`config.mk`:
```
export PLATFORM = sky130hd
export DESIGN_NAME = uart_to_spi_command_bridge
export DESIGN_NICKNAME = d
export VERILOG_FILES = /design/src/hw/rtl/ucb_pkg.sv /design/src/hw/rtl/ucb_ctrl.sv /design/src/hw/rtl/ucb_rfifo.sv /design/src/hw/rtl/uart_to_spi_command_bridge.sv
export SDC_FILE = /design/constraint.sdc
export NUM_CORES = 1
export LEC_CHECK = 0
export BUFFER_PORTS_ARGS = -buffer_cell sky130_fd_sc_hd__buf_2
export CORE_MARGIN = 2
export CORE_UTILIZATION = 25
export CTS_CLUSTER_DIAMETER = 100
export DETAILED_ROUTE_END_ITERATION = 10
export GPL_TIMING_DRIVEN = 0
export PLACE_DENSITY = 0.38
export SKIP_LAST_GASP = 1
export SLEW_MARGIN = 10
export SYNTH_ARGS = -nofsm -noshare
export SYNTH_HDL_FRONTEND = slang
export SYNTH_SLANG_ARGS = --single-unit
```
`constraint.sdc`:
```
create_clock -name i_clk -period 8.04 [get_ports i_clk]
set_input_delay 2.412 -clock i_clk [delete_from_list [all_inputs] [get_ports i_clk]]
set_output_delay 2.412 -clock i_clk [all_outputs]
set_load 0.02 [all_outputs]
```
`src/hw/rtl/ucb_pkg.sv`:
```
`timescale 1ns / 1ps
// ----------------------------------------------------------------------------
// ucb_pkg
// Shared types and codes for the UART to SPI command bridge.
// ----------------------------------------------------------------------------
package ucb_pkg;

    localparam int unsigned BYTE_W    = 8;
    localparam int unsigned OP_W      = 2;
    localparam int unsigned ACT_W     = 2;
    localparam int unsigned PHASE_W   = 3;
    localparam int unsigned CFG_IDX_W = 1;
    localparam int unsigned MAX_RES   = 3;
    localparam int unsigned CNT_W     = 2;

    // result queue: must hold at least MAX_RES entries, power of two
    localparam int unsigned RQ_DEPTH = 4;
    localparam int unsigned RQ_AW    = $clog2(RQ_DEPTH);
    localparam int unsigned RQ_CW    = $clog2(RQ_DEPTH + 1);

    // operation codes
    localparam logic [OP_W-1:0] OP_START    = 2'd0;
    localparam logic [OP_W-1:0] OP_UART_RX  = 2'd1;
    localparam logic [OP_W-1:0] OP_SPI_DONE = 2'd2;

    // action codes
    localparam logic [ACT_W-1:0] ACT_UART = 2'd0;
    localparam logic [ACT_W-1:0] ACT_SPI  = 2'd1;
    localparam logic [ACT_W-1:0] ACT_CS   = 2'd2;

    // configuration register indexes
    localparam logic [CFG_IDX_W-1:0] CFG_MAX_SEND  = 1'd0;
    localparam logic [CFG_IDX_W-1:0] CFG_MAX_REPLY = 1'd1;

    localparam logic [BYTE_W-1:0] MAX_SEND_RST  = 8'd33;
    localparam logic [BYTE_W-1:0] MAX_REPLY_RST = 8'd32;

    // protocol characters
    localparam logic [BYTE_W-1:0] CH_EQUAL  = 8'h3D;
    localparam logic [BYTE_W-1:0] CH_BANG   = 8'h21;
    localparam logic [BYTE_W-1:0] CH_NL     = 8'h0A;
    localparam logic [BYTE_W-1:0] CH_PROMPT = 8'h24;

    // phases
    localparam logic [PHASE_W-1:0] PH_START  = 3'd0;
    localparam logic [PHASE_W-1:0] PH_CMD    = 3'd1;
    localparam logic [PHASE_W-1:0] PH_NSEND  = 3'd2;
    localparam logic [PHASE_W-1:0] PH_NREPLY = 3'd3;
    localparam logic [PHASE_W-1:0] PH_SBYTE  = 3'd4;
    localparam logic [PHASE_W-1:0] PH_SXFER  = 3'd5;
    localparam logic [PHASE_W-1:0] PH_RXFER  = 3'd6;
    localparam logic [PHASE_W-1:0] PH_ERR    = 3'd7;

    typedef struct packed {
        logic [ACT_W-1:0]  action;
        logic [BYTE_W-1:0] value;
        logic              last;
    } t_result;

    // results of one request, handed to the result queue
    typedef struct packed {
        logic [CNT_W-1:0]          cnt;
        t_result [MAX_RES-1:0]     res;
    } t_push;

    function automatic t_result mk_res(input logic [ACT_W-1:0] act,
                                       input logic [BYTE_W-1:0] val,
                                       input logic lst);
        t_result r;
        r.action = act;
        r.value  = val;
        r.last   = lst;
        return r;
    endfunction

endpackage

```
`src/hw/rtl/ucb_ctrl.sv`:
```
`timescale 1ns / 1ps
// ----------------------------------------------------------------------------
// ucb_ctrl
// Input register, config registers, command state and per-request decode.
// ----------------------------------------------------------------------------
module ucb_ctrl (
    input  logic                              i_clk,
    input  logic                              i_rst_n,
    input  logic                              i_in_valid,
    output logic                              o_in_stall,
    input  logic [ucb_pkg::OP_W-1:0]          i_operation,
    input  logic [ucb_pkg::BYTE_W-1:0]        i_data_byte,
    input  logic                              i_cfg_we,
    input  logic [ucb_pkg::CFG_IDX_W-1:0]     i_cfg_index,
    input  logic [ucb_pkg::BYTE_W-1:0]        i_cfg_data,
    input  logic [ucb_pkg::RQ_CW-1:0]         i_free,
    output logic                              o_push_en,
    output ucb_pkg::t_push                    o_push
);

    logic                          r_in_vld;
    logic [ucb_pkg::OP_W-1:0]      r_op;
    logic [ucb_pkg::BYTE_W-1:0]    r_byte;
    logic [ucb_pkg::BYTE_W-1:0]    r_max_send;
    logic [ucb_pkg::BYTE_W-1:0]    r_max_reply;
    logic [ucb_pkg::PHASE_W-1:0]   r_phase, n_phase;
    logic [ucb_pkg::BYTE_W-1:0]    r_send_left, n_send_left;
    logic [ucb_pkg::BYTE_W-1:0]    r_reply_left, n_reply_left;
    ucb_pkg::t_push                push;
    logic [ucb_pkg::BYTE_W-1:0]    send_dec;
    logic [ucb_pkg::BYTE_W-1:0]    reply_dec;
    logic                          advance;
    logic                          in_acc;

    assign send_dec  = r_send_left - 8'd1;
    assign reply_dec = r_reply_left - 8'd1;

    always_comb begin
        n_phase      = r_phase;
        n_send_left  = r_send_left;
        n_reply_left = r_reply_left;
        push.cnt     = '0;
        push.res     = '0;
        case (r_phase)
            ucb_pkg::PH_START: begin
                if (r_op == ucb_pkg::OP_START) begin
                    push.cnt    = 2'd1;
                    push.res[0] = ucb_pkg::mk_res(ucb_pkg::ACT_UART, ucb_pkg::CH_PROMPT, 1'b1);
                    n_phase     = ucb_pkg::PH_CMD;
                end
            end
            ucb_pkg::PH_CMD: begin
                if (r_op == ucb_pkg::OP_UART_RX) begin
                    if (r_byte == ucb_pkg::CH_EQUAL) begin
                        n_phase = ucb_pkg::PH_NSEND;
                    end else begin
                        push.cnt    = 2'd1;
                        push.res[0] = ucb_pkg::mk_res(ucb_pkg::ACT_UART, ucb_pkg::CH_BANG, 1'b1);
                        n_phase     = ucb_pkg::PH_ERR;
                    end
                end
            end
            ucb_pkg::PH_NSEND: begin
                if (r_op == ucb_pkg::OP_UART_RX) begin
                    if (r_byte == '0 || r_byte > r_max_send) begin
                        push.cnt    = 2'd1;
                        push.res[0] = ucb_pkg::mk_res(ucb_pkg::ACT_UART, ucb_pkg::CH_BANG, 1'b1);
                        n_phase     = ucb_pkg::PH_ERR;
                    end else begin
                        n_send_left = r_byte;
                        n_phase     = ucb_pkg::PH_NREPLY;
                    end
                end
            end
            ucb_pkg::PH_NREPLY: begin
                if (r_op == ucb_pkg::OP_UART_RX) begin
                    push.cnt = 2'd1;
                    if (r_byte > r_max_reply) begin
                        push.res[0] = ucb_pkg::mk_res(ucb_pkg::ACT_UART, ucb_pkg::CH_BANG, 1'b1);
                        n_phase     = ucb_pkg::PH_ERR;
                    end else begin
                        n_reply_left = r_byte;
                        push.res[0]  = ucb_pkg::mk_res(ucb_pkg::ACT_CS, 8'd0, 1'b1);
                        n_phase      = ucb_pkg::PH_SBYTE;
                    end
                end
            end
            ucb_pkg::PH_SBYTE: begin
                if (r_op == ucb_pkg::OP_UART_RX) begin
                    push.cnt    = 2'd1;
                    push.res[0] = ucb_pkg::mk_res(ucb_pkg::ACT_SPI, r_byte, 1'b1);
                    n_phase     = ucb_pkg::PH_SXFER;
                end
            end
            ucb_pkg::PH_SXFER: begin
                if (r_op == ucb_pkg::OP_SPI_DONE) begin
                    n_send_left = send_dec;
                    if (send_dec != '0) begin
                        n_phase = ucb_pkg::PH_SBYTE;
                    end else if (r_reply_left != '0) begin
                        push.cnt    = 2'd1;
                        push.res[0] = ucb_pkg::mk_res(ucb_pkg::ACT_SPI, 8'd0, 1'b1);
                        n_phase     = ucb_pkg::PH_RXFER;
                    end else begin
                        // no reply: release CS and prompt right away
                        push.cnt    = 2'd2;
                        push.res[0] = ucb_pkg::mk_res(ucb_pkg::ACT_CS, 8'd1, 1'b0);
                        push.res[1] = ucb_pkg::mk_res(ucb_pkg::ACT_UART, ucb_pkg::CH_PROMPT, 1'b1);
                        n_phase     = ucb_pkg::PH_CMD;
                    end
                end
            end
            ucb_pkg::PH_RXFER: begin
                if (r_op == ucb_pkg::OP_SPI_DONE) begin
                    n_reply_left = reply_dec;
                    push.res[0]  = ucb_pkg::mk_res(ucb_pkg::ACT_UART, r_byte, 1'b0);
                    if (reply_dec != '0) begin
                        push.cnt    = 2'd2;
                        push.res[1] = ucb_pkg::mk_res(ucb_pkg::ACT_SPI, 8'd0, 1'b1);
                    end else begin
                        push.cnt    = 2'd3;
                        push.res[1] = ucb_pkg::mk_res(ucb_pkg::ACT_CS, 8'd1, 1'b0);
                        push.res[2] = ucb_pkg::mk_res(ucb_pkg::ACT_UART, ucb_pkg::CH_PROMPT, 1'b1);
                        n_phase     = ucb_pkg::PH_CMD;
                    end
                end
            end
            default: begin
                // error mode: answer each byte with a bang until newline, then prompt
                if (r_op == ucb_pkg::OP_UART_RX) begin
                    push.cnt = 2'd1;
                    if (r_byte == ucb_pkg::CH_NL) begin
                        push.res[0] = ucb_pkg::mk_res(ucb_pkg::ACT_UART, ucb_pkg::CH_PROMPT, 1'b1);
                        n_phase     = ucb_pkg::PH_CMD;
                    end else begin
                        push.res[0] = ucb_pkg::mk_res(ucb_pkg::ACT_UART, ucb_pkg::CH_BANG, 1'b1);
                    end
                end
            end
        endcase
    end

    assign advance    = r_in_vld && ({{(ucb_pkg::RQ_CW-ucb_pkg::CNT_W){1'b0}}, push.cnt} <= i_free);
    assign o_in_stall = !i_rst_n || (r_in_vld && !advance);
    assign in_acc     = i_in_valid && !o_in_stall;
    assign o_push_en  = advance;
    assign o_push     = push;

    always_ff @(posedge i_clk) begin
        if (!i_rst_n) begin
            r_in_vld     <= 1'b0;
            r_phase      <= ucb_pkg::PH_START;
            r_send_left  <= '0;
            r_reply_left <= '0;
            r_max_send   <= ucb_pkg::MAX_SEND_RST;
            r_max_reply  <= ucb_pkg::MAX_REPLY_RST;
        end else begin
            if (in_acc) begin
                r_in_vld <= 1'b1;
            end else if (advance) begin
                r_in_vld <= 1'b0;
            end
            if (advance) begin
                r_phase      <= n_phase;
                r_send_left  <= n_send_left;
                r_reply_left <= n_reply_left;
            end
            if (i_cfg_we) begin
                case (i_cfg_index)
                    ucb_pkg::CFG_MAX_SEND:  r_max_send  <= i_cfg_data;
                    ucb_pkg::CFG_MAX_REPLY: r_max_reply <= i_cfg_data;
                    default: ;
                endcase
            end
        end
    end

    always_ff @(posedge i_clk) begin
        if (in_acc) begin
            r_op   <= i_operation;
            r_byte <= i_data_byte;
        end
    end

endmodule

```
`src/hw/rtl/ucb_rfifo.sv`:
```
`timescale 1ns / 1ps
// ----------------------------------------------------------------------------
// ucb_rfifo
// Result queue: takes up to three results per cycle, drains one per cycle while the output is not stalled.
// ----------------------------------------------------------------------------
module ucb_rfifo (
    input  logic                          i_clk,
    input  logic                          i_rst_n,
    input  logic                          i_push_en,
    input  ucb_pkg::t_push                i_push,
    output logic [ucb_pkg::RQ_CW-1:0]     o_free,
    output logic                          o_out_valid,
    input  logic                          i_out_stall,
    output ucb_pkg::t_result              o_res
);

    ucb_pkg::t_result              r_q [ucb_pkg::RQ_DEPTH];
    logic [ucb_pkg::RQ_AW-1:0]     r_wp;
    logic [ucb_pkg::RQ_AW-1:0]     r_rp;
    logic [ucb_pkg::RQ_CW-1:0]     r_cnt;
    logic [ucb_pkg::RQ_CW-1:0]     push_n;
    logic                          pop;

    assign push_n      = i_push_en ? {{(ucb_pkg::RQ_CW-ucb_pkg::CNT_W){1'b0}}, i_push.cnt} : '0;
    assign o_free      = ucb_pkg::RQ_CW'(ucb_pkg::RQ_DEPTH) - r_cnt;
    // no result is offered while reset is held
    assign o_out_valid = i_rst_n && (r_cnt != '0);
    assign pop         = o_out_valid && !i_out_stall;
    assign o_res       = r_q[r_rp];

    always_ff @(posedge i_clk) begin
        if (!i_rst_n) begin
            r_wp  <= '0;
            r_rp  <= '0;
            r_cnt <= '0;
        end else begin
            r_wp  <= r_wp + push_n[ucb_pkg::RQ_AW-1:0];
            r_rp  <= r_rp + ucb_pkg::RQ_AW'(pop);
            r_cnt <= r_cnt + push_n - ucb_pkg::RQ_CW'(pop);
        end
    end

    always_ff @(posedge i_clk) begin
        for (int k = 0; k < ucb_pkg::MAX_RES; k++) begin
            if (i_push_en && (k < int'(i_push.cnt))) begin
                r_q[r_wp + ucb_pkg::RQ_AW'(k)] <= i_push.res[k];
            end
        end
    end

endmodule

```
`src/hw/rtl/uart_to_spi_command_bridge.sv`:
```
`timescale 1ns / 1ps
// ----------------------------------------------------------------------------
// uart_to_spi_command_bridge
// Path: an accepted request is held in the input register, its results go
//   into the result queue, and the head of that queue drives the output.
// Throughput: one request per cycle while each yields at most one result and
//   the output is not stalled; a multi-result request drains one at a time.
// Reset (synchronous, active low): awaiting start, counts zero, limits 33/32.
// ----------------------------------------------------------------------------
module uart_to_spi_command_bridge (
    input  logic                              i_clk,
    input  logic                              i_rst_n,
    input  logic                              i_in_valid,
    output logic                              o_in_stall,
    input  logic [ucb_pkg::OP_W-1:0]          i_operation,
    input  logic [ucb_pkg::BYTE_W-1:0]        i_data_byte,
    output logic                              o_out_valid,
    input  logic                              i_out_stall,
    output logic [ucb_pkg::ACT_W-1:0]         o_action,
    output logic [ucb_pkg::BYTE_W-1:0]        o_value,
    output logic                              o_last,
    input  logic                              i_cfg_we,
    input  logic [ucb_pkg::CFG_IDX_W-1:0]     i_cfg_index,
    input  logic [ucb_pkg::BYTE_W-1:0]        i_cfg_data
);

    logic [ucb_pkg::RQ_CW-1:0] free;
    logic                      push_en;
    ucb_pkg::t_push            push;
    ucb_pkg::t_result          res;

    ucb_ctrl u_ctrl (
        .i_clk       (i_clk),
        .i_rst_n     (i_rst_n),
        .i_in_valid  (i_in_valid),
        .o_in_stall  (o_in_stall),
        .i_operation (i_operation),
        .i_data_byte (i_data_byte),
        .i_cfg_we    (i_cfg_we),
        .i_cfg_index (i_cfg_index),
        .i_cfg_data  (i_cfg_data),
        .i_free      (free),
        .o_push_en   (push_en),
        .o_push      (push)
    );

    ucb_rfifo u_rfifo (
        .i_clk       (i_clk),
        .i_rst_n     (i_rst_n),
        .i_push_en   (push_en),
        .i_push      (push),
        .o_free      (free),
        .o_out_valid (o_out_valid),
        .i_out_stall (i_out_stall),
        .o_res       (res)
    );

    assign o_action = res.action;
    assign o_value  = res.value;
    assign o_last   = res.last;

endmodule

```
# Word-level counts from Yosys, hierarchy flattened
# Memories as Yosys holds them, arrays and structs flattened. A register that Yosys moved wholly into a read port is not among the register bits.
# Index checks and enable logic that the tools add are counted.
# word_totals
ff_bits	53
latchBits	0
mem_bits_rw	44
romBits	0
elab_cells	144
mem_count	1
# classes
n_addsub	9
n_mul	0
div_mod_pow	0
magnitude_cmp	6
n_eq_ne	20
shift	0
muxes	65
n_bitwise	1
reduce_logical	31
# mem_list
name	words	width	rd	rd_ports_with_merged_regs	write_ports	line_no	text
u_rfifo.r_q	4	11	1	1	3	ucb_rfifo.sv:17	ucb_pkg::t_result r_q [ucb_pkg::RQ_DEPTH];
# op_table
cell	n
2-to-1 mux 11 bit	8
case mux 11 bit (7 select lines)	1
2-to-1 mux 8 bit	6
2-to-1 mux 3 bit	14
2-to-1 mux 35 bit	1
2-to-1 mux 7 bit	5
case mux 8 bit (2 select lines)	2
nonzero test 8 bit	4
2-to-1 mux 22 bit	1
case mux 11 bit (2 select lines)	1
case mux 3 bit (7 select lines)	1
2-to-1 mux 18 bit	1
> comparator 8 bit	2
2-to-1 mux 2 bit	8
subtractor 8 x 1 -> 8 bit, second input constant	2
!= test 2 x 1 -> 1 bit, second input constant	7
2-to-1 mux 1 bit	13
AND reduction 11 bit	1
2-to-1 mux 10 bit	1
case mux 2 bit (5 select lines)	1
AND reduction 5 bit	2
equality test 3 bit, second input constant	3
equality test 8 x 4 -> 1 bit, second input constant	1
equality test 8 x 6 -> 1 bit, second input constant	1
27 further kinds	45

# Logic depth before layout (Yosys ltp)
# Gate-level depths: netlist of run 1.
# logic_depth
ltp_word	13
mapped_depth	19
mapped_depth_nobuf	19

# Modules after synthesis
# A second synthesis of run 1 with hierarchy kept.
# hier_totals
cells_unflattened	655
hier_area_um2	6621.4
# by_module_without_submodules
module	instances	cells_per_inst	area_per_inst_um2	seq_area_each_um2
ucb_ctrl	1	433	3330.7	1021.0
ucb_rfifo	1	222	3290.7	1461.4

# Worst setup path before layout of run 1
# OpenSTA, ideal clock, no wires.
# synth_path
path_kind	reg-to-output
startpoint	register u_ctrl.r_byte[1] in the netlist's numbering
endpoint	output o_in_stall
arrival_time_ns	3.176
t_required_ns	5.628
setup_slack_ns	2.452
path_stages_with_launch	13
path_buffers	0
cell_sequence	edfxtp_1 > ha_1 > nor2b_1 > o211ai_1 > a21oi_1 > o311ai_0 > a21oi_1 > or3_4 > inv_4 > ha_1 > nand2_1 > o211ai_1 > o21ai_0
# synth_between
elab_chain_cells	10
# synth_rtl
element	line_no	text
from (decl)	ucb_ctrl.sv:23	logic [ucb_pkg::BYTE_W-1:0] r_byte;
from (signal assigned)	ucb_ctrl.sv:181	r_byte <= i_data_byte;
> comparator 8 bit / zero test 8 bit (equally long branches)	ucb_ctrl.sv:65	if (r_byte == '0 || r_byte > r_max_send) begin
logical OR 1 bit	ucb_ctrl.sv:65	
2-to-1 mux 1 bit	ucb_ctrl.sv:65	
2-to-1 mux 2 bit	ucb_ctrl.sv:64	if (r_op == ucb_pkg::OP_UART_RX) begin
case mux 2 bit (5 select lines) (*)	ucb_ctrl.sv:44	case (r_phase)
<= comparator 2 x 3 -> 1 bit (*)	ucb_ctrl.sv:143	assign advance = r_in_vld && ({{(ucb_pkg::RQ_CW-ucb_pkg::CNT_W){1'b0}}, push.cnt} <= i_free);
logical AND 1 bit (*)	ucb_ctrl.sv:143	
zero test 1 bit (*)	ucb_ctrl.sv:144	assign o_in_stall = !i_rst_n || (r_in_vld && !advance);
logical AND 1 bit (*)	ucb_ctrl.sv:144	
logical OR 1 bit (*)	ucb_ctrl.sv:144	
to (decl)	uart_to_spi_command_bridge.sv:14	output logic o_in_stall,
# Every way passes the cells marked *; elsewhere a longest branch is shown, timed or not.

# Worst setup path in the final report of run 1
# Ends and elaborated chain as after synthesis.

==> reports/qor.csv, run 1 <==
stage,metric,value,unit
global_route,first-pass GRT wire length,28.5,mm
yosys,"Avg Cell Area, Syn",8.74,µm²
yosys,xor/xnor cell area share of the yosys netlist,0.0137,
power_and_ir_drop,Flop pwr share,0.466,
yosys,synth warn,0,
clocking,Clock Tree Buf Depth,2,
floorplanning,Initial Util,0.254,
worst_setup_path,Worst path max stage delay,0.73,ns
global_route,largest net degree at the start of global routing,20,
power_and_ir_drop,Switching Fraction,0.300,
cells_and_area,Final Instance Count excl. Fillers,993,
cells_and_area,ANT cells,0,
power_and_ir_drop,Clock power frac,0.390,
worst_hold_path,worst hold path startpoint,u_ctrl.r_max_send[2],
yosys,simple-gate share of the synthesized area,0.230,
timing,Final Hold Fails,0,
timing,unrepaired setup endpoints after global routing,no,
clocking,worst skew pair latency,0.36,ns
yosys,Synth Register Bits,97,
worst_setup_path,Crit Path Max Fanout,9,
route,Avg WL per Cell,18.2,µm
job,max-cap viol count,0,
worst_setup_path,"Cell Chain, Critical Path","ha_1, nor2b_1, o211ai_1, a21oi_1, o311ai_0, a21oi_1, or3_4, inv_4, ha_1, nand2_1, o211ai_1, o21ai_0, buf_2",
worst_setup_path,WP buf/inv,2,
clocking,root buf cell,clkbuf_16,
yosys,fraction of the mapped netlist area in compound gates,0.176,
clocking,cts hold-fix bufs,0,
yosys,ys async rst share,0,
route,Post-route DRC,0,
timing,worst slew pin tran,1.06,ns
place,placed cells,977,
cells_and_area,"commonest non-fill, non-tap cell in the layout",nand2_1,
floorplanning,I/O pin cnt,37,
timing,f_max,145,MHz
power_and_ir_drop,Pint,0.799,mW
route,1st-iter DRT viols,331,
floorplanning,die width,155,µm
place,Post-DP HPWL,13.5,mm
timing,worst rel slew slack,0.296,
worst_setup_path,Worst setup SP type,register,
power_and_ir_drop,Comb power frac,0.144,
route,vias per inst,5.06,
worst_setup_path,kind of cell adding the most delay to the critical path,compound AO/OA/AOI/OAI gates,
yosys,adder-cell share of the synthesized area,0.0689,
timing,period utilisation layout,0.857,
clocking,H-tree levels,3,
clocking,Sink Count,97,
worst_setup_path,reg2reg start,u_ctrl.r_byte[1],
yosys,"Seq/Total Area, Yosys",0.377,
route,first-pass iteration count of the detailed router,8,
global_route,vias in the first global route,5016,
timing,final setup skew,0.0131,ns
cells_and_area,Area Growth Syn to Fin,14.6,%
floorplanning,Core Region,22600,µm²
worst_setup_path,Critical-path top delay cell,edfxtp_1,
worst_setup_path,Setup crit end kind,output port,
route,final wirelength,18.1,mm
route,via count,5026,
timing,max-slew violation total from the final report,0,
cells_and_area,nets@finish,758,
timing,Final setup viols,0,
worst_setup_path,WS Path Type,reg2out,
yosys,Syn Inst Count,656,
cells_and_area,most frequent cells in the layout,"nand2_1 (81), nor2_1 (79), dfxtp_1 (75)",
yosys,top_reg_cell synth,dfxtp_1,
place,RePlAce Congestion,0.851,
yosys,Cell variety after synth,80,
clocking,register clock-pin slew on the reported worst setup and hold paths,0.08,ns
power_and_ir_drop,Static Leak,2.42,nW
timing,Setup TNS Final,0,ns
yosys,mux contribution to synthesized area,0.0886,
clocking,post-CTS sizing,0,
timing,post-layout min period,6.89,ns
global_route,total grt overflow,0,
worst_setup_path,CP startpoint,u_ctrl.r_byte[1],
global_route,initial antenna violation count,0,
worst_hold_path,Hold Crit Class,reg2reg,
route,Final ANT Viol Nets,0,
yosys,largest family of logic cells by synthesized area,simple AND/OR/NAND/NOR gates,
timing,worst hold margin,0.460,ns
clocking,TritonCTS clock tree,yes,
global_route,total track usage,0.154,
yosys,Synth Net Count,711,
floorplanning,chip height,155,µm
clocking,CTS Buf Count,9,
worst_setup_path,reg2reg setup slack,2.07,ns
worst_setup_path,Worst EP arrival,4.48,ns
yosys,mapped cell area,5740,µm²
power_and_ir_drop,NetSw,0.343,mW
power_and_ir_drop,Worst IR Drop VDD,0.0804,mV
clocking,post-CTS setup buffers,0,
floorplanning,number of core rows,55,
cells_and_area,fraction of layout cells with a size suffix above 1,0.137,
place,# port buffers,36,
status,status,"complete, no violations",
yosys,Post-synth EDFFs,22,
worst_setup_path,Critical Path RT,5.63,ns
power_and_ir_drop,power density over cell area,174,nW/µm²
floorplanning,full die area,24200,µm²
## worst reg2reg max path: cells and delay by family (launching register included)
kind	cells	cell delay [ns]
AOI/OAI and AO/OA	5	1.52
buffers and inverters	1	0.17
adders and majority gates	2	0.53
and+or+nand+nor	8	2.75
DFF	1	0.73
## power groups by stage
stage	clock (mW)	sequential, mW	combinational (mW)
detailed placement	0	0.544	0.166
global placement	0	0.544	0.162
finish	0.445	0.533	0.165
global route	0.475	0.535	0.187
floorplan	0	0.535	0.118
CTS	0.457	0.533	0.167
## metrics by stage
stage               instance area [µm²]   util  setup WS [ns]  total power, mW
CTS                                6570  0.291           1.16             1.16
detailed placement                 6270  0.278           1.58            0.710
finish                             6570  0.291           1.15             1.14
floorplan                          5740      -           2.45            0.653
global placement                   6270  0.278           1.59            0.706
global route                       6570  0.291          0.912             1.20
## per-layer routing
metal | GRT usage | wire length (µm)
met3 | 0.0253 | 641
met1 | 0.209 | 8770
met4 | 0.0376 | 209
met5 | 0 | 0
met2 | 0.255 | 8440
## registers in the layout, summed over array words and instances, names as in the netlist
| name | cells |
|---|---|
| u_ctrl.r_in_vld | 1 |
| u_ctrl.r_max_send | 8 |
| u_ctrl.r_send_left | 8 |
| u_ctrl.r_reply_left | 8 |
| u_ctrl.r_byte | 8 |
| u_rfifo.r_rp | 2 |
| u_ctrl.r_op | 2 |
| u_ctrl.r_max_reply | 8 |
| u_rfifo.r_q | 44 |
| u_ctrl.r_phase | 3 |
| u_rfifo.r_wp | 2 |
| u_rfifo.r_cnt | 3 |
## logic make-up after synthesis
family | count (synthesis)
and+or+nand+nor | 271
DFF | 97
adders and majority gates | 31
AOI/OAI and AO/OA | 150
buffers and inverters | 61
muxes | 37
xor gates and xnor gates | 9
## layout make-up
type / count / area [µm²]
buffer: 24 / 119
clock buffer: 9 / 225
clock inverter: 7 / 72.6
fill: 2403 / 16000
inverter: 37 / 141
multi-input combinational: 498 / 3310
sequential: 97 / 2160
tap: 285 / 357
timing repair buffer: 36 / 180
## path summary, 6_finish.rpt
kind                     endpoint  cells past startpoint
max reg2reg     u_rfifo.r_q[2][0]                     16
max                    o_in_stall                     13
min reg2reg  u_ctrl.r_max_send[2]                      2
min          u_ctrl.r_max_send[2]                      2
## synth_stat cells, types with 4 or more instances
cell	instances	area, µm²
nor2_1	79	297
or2_2	5	31.3
o22ai_1	7	43.8
nor3_1	13	65.1
a21oi_1	45	225
xnor2_1	7	61.3
ha_1	30	375
a31oi_1	5	31.3
dfxtp_1	75	1500
a21o_1	6	45.0
clkbuf_1	16	60.1
nor2b_1	6	37.5
o211ai_1	9	67.6
mux2i_1	26	260
a22oi_1	5	37.5
and2_1	13	81.3
inv_1	35	131
or3_1	7	43.8
o21ai_0	30	150
mux4_2	11	248
edfxtp_1	22	661
a211oi_1	4	30.0
nor4_1	6	37.5
nand2b_1	11	68.8
nand4_1	7	43.8
nand2_1	81	304
nand3_1	22	110
(Power assumes the default switching activity.)
==> run 2, diff against run 1 <==
Settings changed: PLACE_DENSITY 0.38 to 0.39, RECOVER_POWER from default to 100.
Clock period 8.04 ns to 5.6 ns, I/O delays scaled along.
==> run 2 against run 1 <==
Hold slack lost 0.0022 ns. Clock power grew 39%. Register-to-register slack lost 1.6 ns. Die area is the same. Critical path depth grew 1. First-iteration DRC count shrank 8.2%. Utilization grew 0.32 points. Via count grew 0.94%. Final cell count grew 1.4%. Worst setup slack lost 0.85 ns. Global-route usage grew 0.34 points. Critical endpoint unchanged.
==> reports/qor.csv, run 2 (synthesis results as in run 1) <==
stage,metric,value,unit,change
power_and_ir_drop,power density over cell area,245,nW/µm²,was 174 nW/µm²
place,Post-DP HPWL,13.5,mm,about the same
clocking,cts hold-fix bufs,0,,unchanged
worst_setup_path,Crit Path Max Fanout,8,,was 9
power_and_ir_drop,Comb power frac,0.156,,was 0.144
timing,worst slew pin tran,1.21,ns,was 1.06 ns
timing,post-layout min period,5.29,ns,
route,first-pass iteration count of the detailed router,5,,was 8
route,via count,5073,,was 5026
worst_setup_path,Setup crit end kind,output port,,unchanged
clocking,TritonCTS clock tree,yes,,unchanged
route,Avg WL per Cell,18.0,µm,was 18.2 µm
clocking,register clock-pin slew on the reported worst setup and hold paths,0.07,ns,was 0.08 ns
timing,worst rel slew slack,0.193,,was 0.296
timing,final setup skew,0.00693,ns,was 0.0131 ns
power_and_ir_drop,NetSw,0.459,mW,was 0.343 mW
worst_setup_path,Critical Path RT,3.92,ns,was 5.63 ns
route,vias per inst,5.04,,was 5.06
global_route,first-pass GRT wire length,28.9,mm,was 28.5 mm
power_and_ir_drop,Clock power frac,0.379,,was 0.390
global_route,total track usage,0.157,,was 0.154
route,1st-iter DRT viols,304,,was 331
power_and_ir_drop,Switching Fraction,0.282,,was 0.300
place,# port buffers,36,,unchanged
global_route,largest net degree at the start of global routing,18,,was 20
cells_and_area,ANT cells,0,,unchanged
worst_setup_path,worst-case reg-to-reg path depth,17,,was 16
clocking,H-tree levels,3,,unchanged
timing,period utilisation layout,0.945,,
timing,Final setup viols,0,,unchanged
job,max-cap viol count,0,,unchanged
worst_setup_path,Worst setup SP type,register,,unchanged
floorplanning,full die area,24200,µm²,unchanged
power_and_ir_drop,Worst IR Drop VDD,0.133,mV,was 0.0804 mV
cells_and_area,nets@finish,772,,was 758
floorplanning,I/O pin cnt,37,,unchanged
power_and_ir_drop,Flop pwr share,0.464,,was 0.466
cells_and_area,Largest Register,u_rfifo.r_q,,unchanged
floorplanning,Initial Util,0.254,,unchanged
worst_setup_path,WS Path Type,reg2out,,unchanged
floorplanning,die width,155,µm,unchanged
timing,unrepaired setup endpoints after global routing,no,,unchanged
clocking,worst skew pair latency,0.35,ns,was 0.36 ns
global_route,total grt overflow,0,,unchanged
floorplanning,number of core rows,55,,unchanged
worst_hold_path,WHS Path Cells,1,,was 2
floorplanning,Core Region,22600,µm²,unchanged
route,Final ANT Viol Nets,0,,unchanged
floorplanning,chip height,155,µm,unchanged
power_and_ir_drop,Pint,1.17,mW,was 0.799 mW
cells_and_area,Largest register FFs,44,,unchanged
cells_and_area,most frequent cells in the layout,"nand2_1 (81), nor2_1 (79), dfxtp_1 (75)",,unchanged
status,status,"complete, no violations",,unchanged
route,Post-route DRC,0,,unchanged
worst_hold_path,Hold Crit Class,reg2reg,,unchanged
timing,Final Hold Fails,0,,unchanged
clocking,Sink Count,97,,unchanged
timing,worst hold margin,0.458,ns,was 0.460 ns
cells_and_area,Area Growth Syn to Fin,15.8,%,was 14.6%
cells_and_area,"commonest non-fill, non-tap cell in the layout",nand2_1,,unchanged
cells_and_area,fraction of layout cells with a size suffix above 1,0.136,,was 0.137
clocking,Clock Tree Buf Depth,2,,unchanged
global_route,vias in the first global route,5097,,was 5016
route,final wirelength,18.2,mm,was 18.1 mm
clocking,CTS Buf Count,9,,unchanged
clocking,root buf cell,clkbuf_16,,unchanged
global_route,initial antenna violation count,0,,unchanged
timing,max-slew violation total from the final report,0,,unchanged
power_and_ir_drop,Total Power,1.63,mW,was 1.14 mW
timing,f_max,189,MHz,
place,RePlAce Congestion,0.875,,was 0.851
power_and_ir_drop,Static Leak,2.44,nW,was 2.42 nW
worst_setup_path,Worst EP arrival,3.61,ns,was 4.48 ns
[run 2: cell count changes in the layout (fill, tap and decap cells not counted), sizes merged]
cell      previous run  this run
inv                 39        38
clkinvlp             1         2
clkinv               4         3
buf                 44        42
clkbuf              25        42
[run 2: final timing paths]
| check | slack [ns] | to | from |
|---|---|---|---|
| worst max register to register | 0.45 | u_rfifo.r_q[2][0] | u_ctrl.r_send_left[0] |
| worst max-delay path | 0.31 | o_in_stall | u_ctrl.r_byte[6] |
| worst min register to register | 0.46 | u_rfifo.r_q[0][9] | u_rfifo.r_q[0][9] |
| worst min-delay path | 0.46 | u_rfifo.r_q[0][9] | u_rfifo.r_q[0][9] |
[run 2: final cells by class]
cell class,count,area [µm²]
repair buffers,50,270
plain buffers,24,115
well taps,285,357
inverters,37,145
clock buffers,10,250
fillers,2431,15900
clock inverters,6,47.5
multi-input cells,498,3300
flip-flops and latches,97,2160
[run 2: through the flow]
step / instance area (µm²) / std cells / TNS, ns / setup slack (ns) / util
after floorplan: 5740 / 656 / 0 / 0.744 / -
after CTS: 6630 / 1000 / 0 / 0.0101 / 0.294
after detailed placement: 6270 / 977 / -1.19 / -0.294 / 0.278
after global placement: 6270 / 977 / -3.14 / -0.440 / 0.278
after global routing: 6640 / 1007 / 0 / 0.0488 / 0.294
final: 6640 / 1007 / 0 / 0.306 / 0.294
[run 2: routing by layer]
metal | vias to the layer above | GRT usage | routed length, µm
met4 | 0 | 0.0419 | 352
met5 | - | 0 | 0
met1 | 2453 | 0.192 | 8050
met3 | 23 | 0.0295 | 714
li1 | 2480 | - | -
met2 | 117 | 0.283 | 9040
[run 2: power groups by stage]
stage / logic (mW) / clock network (mW) / registers [mW]
2_1_floorplan: 0.170 / 0 / 0.767
3_3_place_gp: 0.237 / 0 / 0.781
3_5_place_dp: 0.240 / 0 / 0.782
4_1_cts: 0.256 / 0.636 / 0.758
5_1_grt: 0.288 / 0.666 / 0.759
6_report: 0.255 / 0.618 / 0.757
[run 2: what timing repair did]
item | CTS | global route
buffers inserted | 7 | 7
setup endpoints to repair | 12 | 11
resized for setup | 3 | 3
pin swaps | 0 | 3
[run 2: worst max-delay path: stages, from the launching register on]
cell and delay (ns):
edfxtp_1 0.53, ha_1 0.35, nand4_1 0.12, nor2_1 0.13, a21oi_1 0.12, o311ai_2 0.39, a21oi_1 0.13, or3_4 0.44
inv_4 0.13, ha_1 0.24, nand2_1 0.07, o211ai_1 0.09, buf_4 0.17, o21ai_2 0.15, clkbuf_2 0.19
